===== config.mk =====
export PLATFORM = sky130hd
export DESIGN_NAME = neighbor_cost_table_aging
export DESIGN_NICKNAME = d
export VERILOG_FILES = /design/src/rtl/ncta_pkg.sv /design/src/rtl/ncta_ram.sv /design/src/rtl/neighbor_cost_table_aging.sv
export SDC_FILE = /design/constraint.sdc
export NUM_CORES = 1
export LEC_CHECK = 0
export BUFFER_PORTS_ARGS = -buffer_cell sky130_fd_sc_hd__buf_2
export CAP_MARGIN = 20
export CORE_ASPECT_RATIO = 1.25
export CORE_MARGIN = 5
export CORE_UTILIZATION = 55
export DETAILED_ROUTE_END_ITERATION = 16
export PLACE_DENSITY = 0.72
export SLEW_MARGIN = 20
export SYNTH_ARGS = -nofsm -noshare
export SYNTH_HDL_FRONTEND = slang
export SYNTH_SLANG_ARGS = --single-unit

===== constraint.sdc =====
create_clock -name clk -period 6 [get_ports clk]
set_input_delay 0.3 -clock clk [delete_from_list [all_inputs] [get_ports clk]]
set_output_delay 0.3 -clock clk [all_outputs]
set_load 0.05 [all_outputs]

===== src/rtl/ncta_pkg.sv =====
package ncta_pkg;

  localparam int unsigned NODE_W  = 8;
  localparam int unsigned COST_W  = 10;
  localparam int unsigned AGE_W   = 8;
  localparam int unsigned CNT_W   = 5;
  localparam int unsigned TMO_W   = 8;
  localparam int unsigned SLOT_W  = 4;
  localparam int unsigned CFG_IDX_W = 1;
  localparam int unsigned CFG_DATA_W = 8;

  // Link cost that stands for an unreachable neighbor.
  localparam logic [COST_W-1:0] INF_COST = 10'd999;
  localparam logic [TMO_W-1:0]  TIMEOUT_RESET = 8'd5;

  // Configuration register indexes.
  localparam logic [CFG_IDX_W-1:0] CFG_NEIGHBOR_COUNT = 1'b0;
  localparam logic [CFG_IDX_W-1:0] CFG_TIMEOUT_TICKS  = 1'b1;

  typedef enum logic [1:0] {
    ACT_LOAD = 2'd0,
    ACT_GET  = 2'd1,
    ACT_SET  = 2'd2,
    ACT_TICK = 2'd3
  } action_t;

  typedef enum logic [1:0] {
    KIND_COST   = 2'd0,
    KIND_STATUS = 2'd1,
    KIND_DOWN   = 2'd2
  } kind_t;

  typedef enum logic [1:0] {
    ST_IDLE,
    ST_READ,
    ST_EVAL,
    ST_FLUSH
  } state_t;

  typedef struct packed {
    action_t             action;
    logic [SLOT_W-1:0]   entry_index;
    logic [NODE_W-1:0]   node_id;
    logic [COST_W-1:0]   cost_value;
  } in_req_t;

  typedef struct packed {
    kind_t               kind;
    logic                found;
    logic [NODE_W-1:0]   neighbor_id;
    logic [COST_W-1:0]   cost_out;
    logic                last_result;
  } out_req_t;

  // One table entry as stored in the RAM word.
  typedef struct packed {
    logic [NODE_W-1:0]   node;
    logic [COST_W-1:0]   cost;
    logic [AGE_W-1:0]    age;
  } entry_t;

endpackage


===== src/rtl/ncta_ram.sv =====
module ncta_ram #(
  parameter int unsigned WIDTH = 26,
  parameter int unsigned DEPTH = 16
) (
  input  logic                                   clk,
  input  logic                                   we,
  input  logic [(DEPTH > 1 ? $clog2(DEPTH) : 1)-1:0] waddr,
  input  logic [WIDTH-1:0]                       wdata,
  input  logic                                   re,
  input  logic [(DEPTH > 1 ? $clog2(DEPTH) : 1)-1:0] raddr,
  output logic [WIDTH-1:0]                       rdata
);

  logic [WIDTH-1:0] mem [DEPTH];
  logic [WIDTH-1:0] rdata_r;

  always_ff @(posedge clk) begin
    if (we) begin
      mem[waddr] <= wdata;
    end
    if (re) begin
      rdata_r <= mem[raddr];
    end
  end

  assign rdata = rdata_r;

endmodule


===== src/rtl/neighbor_cost_table_aging.sv =====
// Channel   Direction  Handshake              Payload
// in_       request    in_valid / in_ready    in_req_t  (action, slot, node id, cost)
// out_      result     out_valid / out_ready  out_req_t (kind, found, id, cost, last)
// cfg_      write      cfg_we                 cfg_index, cfg_wdata (no read-back)
//
// A load request is written straight to its slot from idle, so in_ready stays high.
// Get, set and tick walk the slots in use through one single-port-read table RAM,
// each slot in a read step, then an evaluate and write-back step; the walk ends
// with an end check and a closing step, unless get or set stop earlier at the
// first match. The next request is accepted only once the block is back in idle.
// Reset clears control state, the slot age-valid bits and the output valid flag;
// a slot whose valid bit is clear reads age zero, so no clearing pass is run.
// A full output register stalls the walk in its evaluate or closing step where a
// result is due; in_ready is high only in idle.
module neighbor_cost_table_aging
  import ncta_pkg::*;
#(
  parameter int unsigned MAX_NEIGHBORS = 16
) (
  input  logic                  clk,
  input  logic                  rst_n,
  input  logic                  in_valid,
  output logic                  in_ready,
  input  in_req_t               in_data,
  output logic                  out_valid,
  input  logic                  out_ready,
  output out_req_t              out_data,
  input  logic                  cfg_we,
  input  logic [CFG_IDX_W-1:0]  cfg_index,
  input  logic [CFG_DATA_W-1:0] cfg_wdata
);

  // Slot field is four bits wide, so at most sixteen slots are reachable.
  localparam int unsigned DEPTH = (MAX_NEIGHBORS < 16) ? MAX_NEIGHBORS : 16;
  localparam int unsigned AW    = (DEPTH > 1) ? $clog2(DEPTH) : 1;
  localparam int unsigned CW    = $clog2(DEPTH + 1);

  state_t               state_r, state_nxt;
  logic [CNT_W-1:0]     nbr_cnt_r;
  logic [TMO_W-1:0]     timeout_r;
  action_t              act_r, act_nxt;
  logic [NODE_W-1:0]    id_r, id_nxt;
  logic [COST_W-1:0]    cost_r, cost_nxt;
  logic [CW-1:0]        idx_r, idx_nxt;
  logic                 pend_r, pend_nxt;
  logic [NODE_W-1:0]    pend_node_r, pend_node_nxt;
  logic                 out_valid_r, out_valid_nxt;
  out_req_t             out_data_r, out_data_nxt;
  logic [DEPTH-1:0]     age_vld_r;
  logic                 rd_vld_r;

  logic                 ram_we;
  logic [AW-1:0]        ram_waddr;
  entry_t               ram_wdata;
  logic                 ram_re;
  entry_t               ram_rdata;

  logic [CNT_W-1:0]     n_use;
  logic                 at_end;
  logic                 out_free;
  logic [COST_W-1:0]    in_cost_clamped;
  logic [AGE_W-1:0]     age_eff;
  logic [AGE_W:0]       age_inc;
  logic                 expired;
  logic                 node_match;

  ncta_ram #(
    .WIDTH($bits(entry_t)),
    .DEPTH(DEPTH)
  ) u_table (
    .clk  (clk),
    .we   (ram_we),
    .waddr(ram_waddr),
    .wdata(ram_wdata),
    .re   (ram_re),
    .raddr(idx_r[AW-1:0]),
    .rdata(ram_rdata)
  );

  // Slots in use, clipped to the table depth.
  assign n_use    = (nbr_cnt_r > CNT_W'(DEPTH)) ? CNT_W'(DEPTH) : nbr_cnt_r;
  assign at_end   = (CNT_W'(idx_r) >= n_use);
  assign out_free = !out_valid_r || out_ready;

  assign in_cost_clamped = (in_data.cost_value > INF_COST) ? INF_COST : in_data.cost_value;

  // Never-written slots read age zero.
  assign age_eff    = rd_vld_r ? ram_rdata.age : '0;
  assign age_inc    = {1'b0, age_eff} + (AGE_W + 1)'(1);
  assign expired    = age_inc > {1'b0, timeout_r};
  assign node_match = (ram_rdata.node == id_r);

  assign in_ready  = (state_r == ST_IDLE);
  assign out_valid = out_valid_r;
  assign out_data  = out_data_r;

  // Configuration registers.
  always_ff @(posedge clk) begin
    if (!rst_n) begin
      nbr_cnt_r <= '0;
      timeout_r <= TIMEOUT_RESET;
    end else if (cfg_we) begin
      case (cfg_index)
        CFG_NEIGHBOR_COUNT: nbr_cnt_r <= cfg_wdata[CNT_W-1:0];
        CFG_TIMEOUT_TICKS:  timeout_r <= cfg_wdata[TMO_W-1:0];
        default: ;
      endcase
    end
  end

  // Sequencer: one slot per read/evaluate pair.
  always_comb begin
    state_nxt     = state_r;
    act_nxt       = act_r;
    id_nxt        = id_r;
    cost_nxt      = cost_r;
    idx_nxt       = idx_r;
    pend_nxt      = pend_r;
    pend_node_nxt = pend_node_r;
    out_data_nxt  = out_data_r;
    out_valid_nxt = out_valid_r && !out_ready;
    ram_we        = 1'b0;
    ram_waddr     = idx_r[AW-1:0];
    ram_wdata     = ram_rdata;
    ram_re        = 1'b0;

    case (state_r)
      ST_IDLE: begin
        if (in_valid) begin
          act_nxt  = in_data.action;
          id_nxt   = in_data.node_id;
          cost_nxt = in_cost_clamped;
          idx_nxt  = '0;
          pend_nxt = 1'b0;
          if (in_data.action == ACT_LOAD) begin
            // Write the slot directly; drop slots beyond the table.
            if (32'(in_data.entry_index) < DEPTH) begin
              ram_we    = 1'b1;
              ram_waddr = AW'(in_data.entry_index);
              ram_wdata = '{node: in_data.node_id, cost: in_cost_clamped, age: '0};
            end
          end else begin
            state_nxt = ST_READ;
          end
        end
      end

      ST_READ: begin
        if (at_end) begin
          state_nxt = ST_FLUSH;
        end else begin
          ram_re    = 1'b1;
          state_nxt = ST_EVAL;
        end
      end

      ST_EVAL: begin
        case (act_r)
          ACT_GET: begin
            if (node_match) begin
              if (out_free) begin
                out_valid_nxt = 1'b1;
                out_data_nxt  = '{kind: KIND_COST, found: 1'b1, neighbor_id: id_r,
                                  cost_out: ram_rdata.cost, last_result: 1'b1};
                state_nxt     = ST_IDLE;
              end
            end else begin
              idx_nxt   = idx_r + CW'(1);
              state_nxt = ST_READ;
            end
          end
          ACT_SET: begin
            if (node_match) begin
              if (out_free) begin
                ram_we        = 1'b1;
                ram_wdata     = '{node: ram_rdata.node, cost: cost_r, age: '0};
                out_valid_nxt = 1'b1;
                out_data_nxt  = '{kind: KIND_STATUS, found: 1'b1, neighbor_id: id_r,
                                  cost_out: cost_r, last_result: 1'b1};
                state_nxt     = ST_IDLE;
              end
            end else begin
              idx_nxt   = idx_r + CW'(1);
              state_nxt = ST_READ;
            end
          end
          ACT_TICK: begin
            // Hold a found event until the next one shows it is not the last.
            if (!(expired && (ram_rdata.cost < INF_COST) && pend_r && !out_free)) begin
              ram_we = 1'b1;
              if (expired) begin
                ram_wdata = '{node: ram_rdata.node, cost: INF_COST, age: '0};
                if (ram_rdata.cost < INF_COST) begin
                  if (pend_r) begin
                    out_valid_nxt = 1'b1;
                    out_data_nxt  = '{kind: KIND_DOWN, found: 1'b1,
                                      neighbor_id: pend_node_r, cost_out: INF_COST,
                                      last_result: 1'b0};
                  end
                  pend_nxt      = 1'b1;
                  pend_node_nxt = ram_rdata.node;
                end
              end else begin
                ram_wdata = '{node: ram_rdata.node, cost: ram_rdata.cost,
                              age: age_inc[AGE_W] ? '1 : age_inc[AGE_W-1:0]};
              end
              idx_nxt   = idx_r + CW'(1);
              state_nxt = ST_READ;
            end
          end
          default: begin
            state_nxt = ST_IDLE;
          end
        endcase
      end

      ST_FLUSH: begin
        case (act_r)
          ACT_TICK: begin
            if (!pend_r) begin
              state_nxt = ST_IDLE;
            end else if (out_free) begin
              out_valid_nxt = 1'b1;
              out_data_nxt  = '{kind: KIND_DOWN, found: 1'b1, neighbor_id: pend_node_r,
                                cost_out: INF_COST, last_result: 1'b1};
              pend_nxt      = 1'b0;
              state_nxt     = ST_IDLE;
            end
          end
          ACT_GET, ACT_SET: begin
            // No match in the slots in use.
            if (out_free) begin
              out_valid_nxt = 1'b1;
              out_data_nxt  = '{kind: (act_r == ACT_GET) ? KIND_COST : KIND_STATUS,
                                found: 1'b0, neighbor_id: id_r, cost_out: INF_COST,
                                last_result: 1'b1};
              state_nxt     = ST_IDLE;
            end
          end
          default: begin
            state_nxt = ST_IDLE;
          end
        endcase
      end

      default: begin
        state_nxt = ST_IDLE;
      end
    endcase
  end

  always_ff @(posedge clk) begin
    if (!rst_n) begin
      state_r     <= ST_IDLE;
      pend_r      <= 1'b0;
      out_valid_r <= 1'b0;
      age_vld_r   <= '0;
    end else begin
      state_r     <= state_nxt;
      pend_r      <= pend_nxt;
      out_valid_r <= out_valid_nxt;
      if (ram_we) begin
        age_vld_r[ram_waddr] <= 1'b1;
      end
    end
  end

  // Payload registers.
  always_ff @(posedge clk) begin
    act_r       <= act_nxt;
    id_r        <= id_nxt;
    cost_r      <= cost_nxt;
    idx_r       <= idx_nxt;
    pend_node_r <= pend_node_nxt;
    out_data_r  <= out_data_nxt;
    if (ram_re) begin
      rd_vld_r <= age_vld_r[idx_r[AW-1:0]];
    end
  end

endmodule

==> impl_metrics.toml <==
[status]
status = "complete, no violations"

[finish]
drive_gt1_frac = 0.2514
fillers = 2611
final_nets = 1320
multi_input_area_mm2 = 0.005722
regArea_mm2 = 0.01562
diodes = 0
syn2layout_area_growth_pct = 12.66

[yosys]
synthArstFlopShare = 0
ys_seq_elements = 531
synth_cell_type_count = 64
synthesis.nets = 1226
synth_edf_count = 498
synth.yosys.seq_area_share = 0.7226
yosys-top-cells-count = "edfxtp_1 (498), mux4_2 (135), nand2_1 (83)"
synth_top_area_share = 0.6920
syn_inst = 1164
avgSynthCellArea_um2 = 18.57
yosys.area.top_type = "edfxtp_1"
netlist_area_mm2 = 0.02161
synthFlopType = "edfxtp_1"
synth.top_cells.by_area = "edfxtp_1 (69%), mux4_2 (14%), dfxtp_1 (3.1%)"
synth.most_common_cell = "edfxtp_1"
yosysWarningCount = 0

[setup_path]
reg2reg_to = "u_table.mem[5][7]"
r2r_start = "rd_vld_r"
r2r_slack_ns = 1.30
cp_max_fo = 16
crit_arrival_ns = 4.91
crit_required_ns = 6.20
ff2ff_path_depth = 12
crit_type = "reg2reg"
cp-end-kind = "register"
worstSetupStartpointType = "register"

[global_routing]
grt_overflow_total = 0
first_global_vias = 11340
gr-usage-all-layers = 0.2166
grt_pass1_wl_mm = 70.39
grt_max_degree = 116
antenna_found_initial = 0

[pwr]
powerDensity_mw_per_mm2 = 441.0
leakage_nw = 7.879
ir_drop_uv = 259.4

[flow_run]
maxCapViolations = 0

[sta]
fin_worst_skew_ns = 0.02305
relSlewSlack = 0.2413
slew_viol_final = 0
hold_ws_ns = 0.03215
max_freq_mhz = 212.6
setup_violations = 0
min_period_over_period = 0.7839
rsz0062_at_grt = "false"
hold_viol_final = 0
tightest_slew_ns = 1.138
tns_ns = 0
period_needed_ns = 4.703

[detailed_routing]
viasPerCell = 6.223
ant_nets = 0
drt-initial-drc-count = 1129
vias = 11150
drcViolationCount = 0
firstDrtPassIters = 5
avgRoutedWirePerCell_um = 26.12
routed_wl_mm = 46.77

[hold_path]
min_path_cells = 1
worstHoldPathType = "in2reg"
whs_endpoint = "cost_r[6]"
hp-start = "in_data[6]"

[floorplanning]
die_w_um = 187.3
initial_core_util = 0.5539
fp-row-count = 81
die_y_um = 231.6
core-area_mm2 = 0.03902
die_area_mm2 = 0.04338
top_level_ports = 62

[clock_tree]
insertion_delay_ns = 0.58
post_cts_buffers = 0
cts_buffers = 48
cts_tree = "yes"
root_buffer = "clkbuf_16"
clock_path_buffers = 3
cts_max_level = 2
tritoncts_num_sinks = 531
ctsResizeCount = 0
clk_pin_slew_ns = 0.06

[placement]
port_buffers = 61
hpwlAfterDp_mm = 26.93
gp_congestion = 0.8332
## power breakdown
part           leakage, nW  internal, mW  switching, mW
Clock                0.736          1.68           1.29
Sequential            4.77          4.71          0.126
Combinational         2.37          1.21           1.72
## how the worst max path moves through the flow
stage	to	cells after the start	start	slack [ns]
final	u_table.mem[5][7]	12	rd_vld_r	1.30
after global routing	u_table.mem[10][1]	12	rd_vld_r	1.06
after CTS	u_table.mem[7][3]	12	rd_vld_r	1.31
after detailed placement	u_table.mem[5][3]	12	rd_vld_r	1.34
after global placement	u_table.mem[2][3]	12	rd_vld_r	1.61
after floorplan	u_table.mem[4][0]	13	rd_vld_r	0.91
## cells by family after synthesis
group / Yosys count / share of synthesized area
compound gates: 136 / 0.04516
xor+xnor: 17 / 0.006890
fa+ha+maj: 24 / 0.01390
buf+inv: 98 / 0.01801
flops: 531 / 0.7226
mux: 142 / 0.1440
simple gates: 216 / 0.04950
## registers in the layout (all words and copies together) (netlist names), 2 cells and up
name and count:
timeout_r 8, cost_r 10, age_vld_r 16, state_r 2, u_table.mem 416, out_data 22, id_r 8, idx_r 5
act_r 2, u_table.rdata 26, nbr_cnt_r 5, pend_node_r 8
## final cells by class
cell class / count / share of cell area
clock inverters: 17 / 0.008685
clock buffers: 68 / 0.05314
flip-flops and latches: 531 / 0.6413
inverters: 29 / 0.004471
multi-input cells: 535 / 0.2350
well taps: 498 / 0.02559
repair buffers: 113 / 0.03176
## critical path, cell delays in order, from the launching register on
cell and delay, ns:
edfxtp_1 0.54, and2_1 0.26, ha_1 0.24, nand3_2 0.14, or2_2 0.36, xor2_1 0.17, ha_1 0.31, nand4_1 0.16
nor3_1 0.38, nor3_4 0.12, nor4_2 0.58, a311o_1 0.50, o2bb2ai_1 0.56
## per-layer routing
metal	GRT usage	up-vias	routed length, µm
li1	-	4883	-
met1	0.2861	5724	18360
met2	0.3789	457	24140
met3	0.03405	81	3003
met4	0.06126	0	1272
met5	0	-	0
## through the flow
| step | utilization | total power [mW] | setup WS [ns] | cells | cell area (µm²) |
|---|---|---|---|---|---|
| floorplan | - | 7.008 | 0.9118 | 1164 | 21610 |
| global placement | 0.5790 | 7.782 | 1.615 | 1682 | 22590 |
| detailed placement | 0.5790 | 7.840 | 1.342 | 1682 | 22590 |
| CTS | 0.6232 | 10.80 | 1.312 | 1789 | 24320 |
| global route | 0.6240 | 11.19 | 1.055 | 1791 | 24350 |
| finish | 0.6240 | 10.74 | 1.297 | 1791 | 24350 |
## timing repair
item                                   CTS  global route
setup endpoints to repair                0             0
endpoints found under the hold margin   24             0
hold buffers                            22             0
## cell usage in the layout (no fill, tap or decap), drive strengths merged, types with 13 or more instances in the layout
cell type / n
dfxtp: 33
mux4: 135
nor3: 28
dlygate4sd3: 22
edfxtp: 498
nor2: 32
a22o: 16
nand3: 13
clkbuf: 69
nand2: 83
inv: 31
ha: 24
o211ai: 14
xnor2: 14
buf: 90
and2: 15
o21ai: 31
Note: power is estimated with default switching activity, not from simulation.
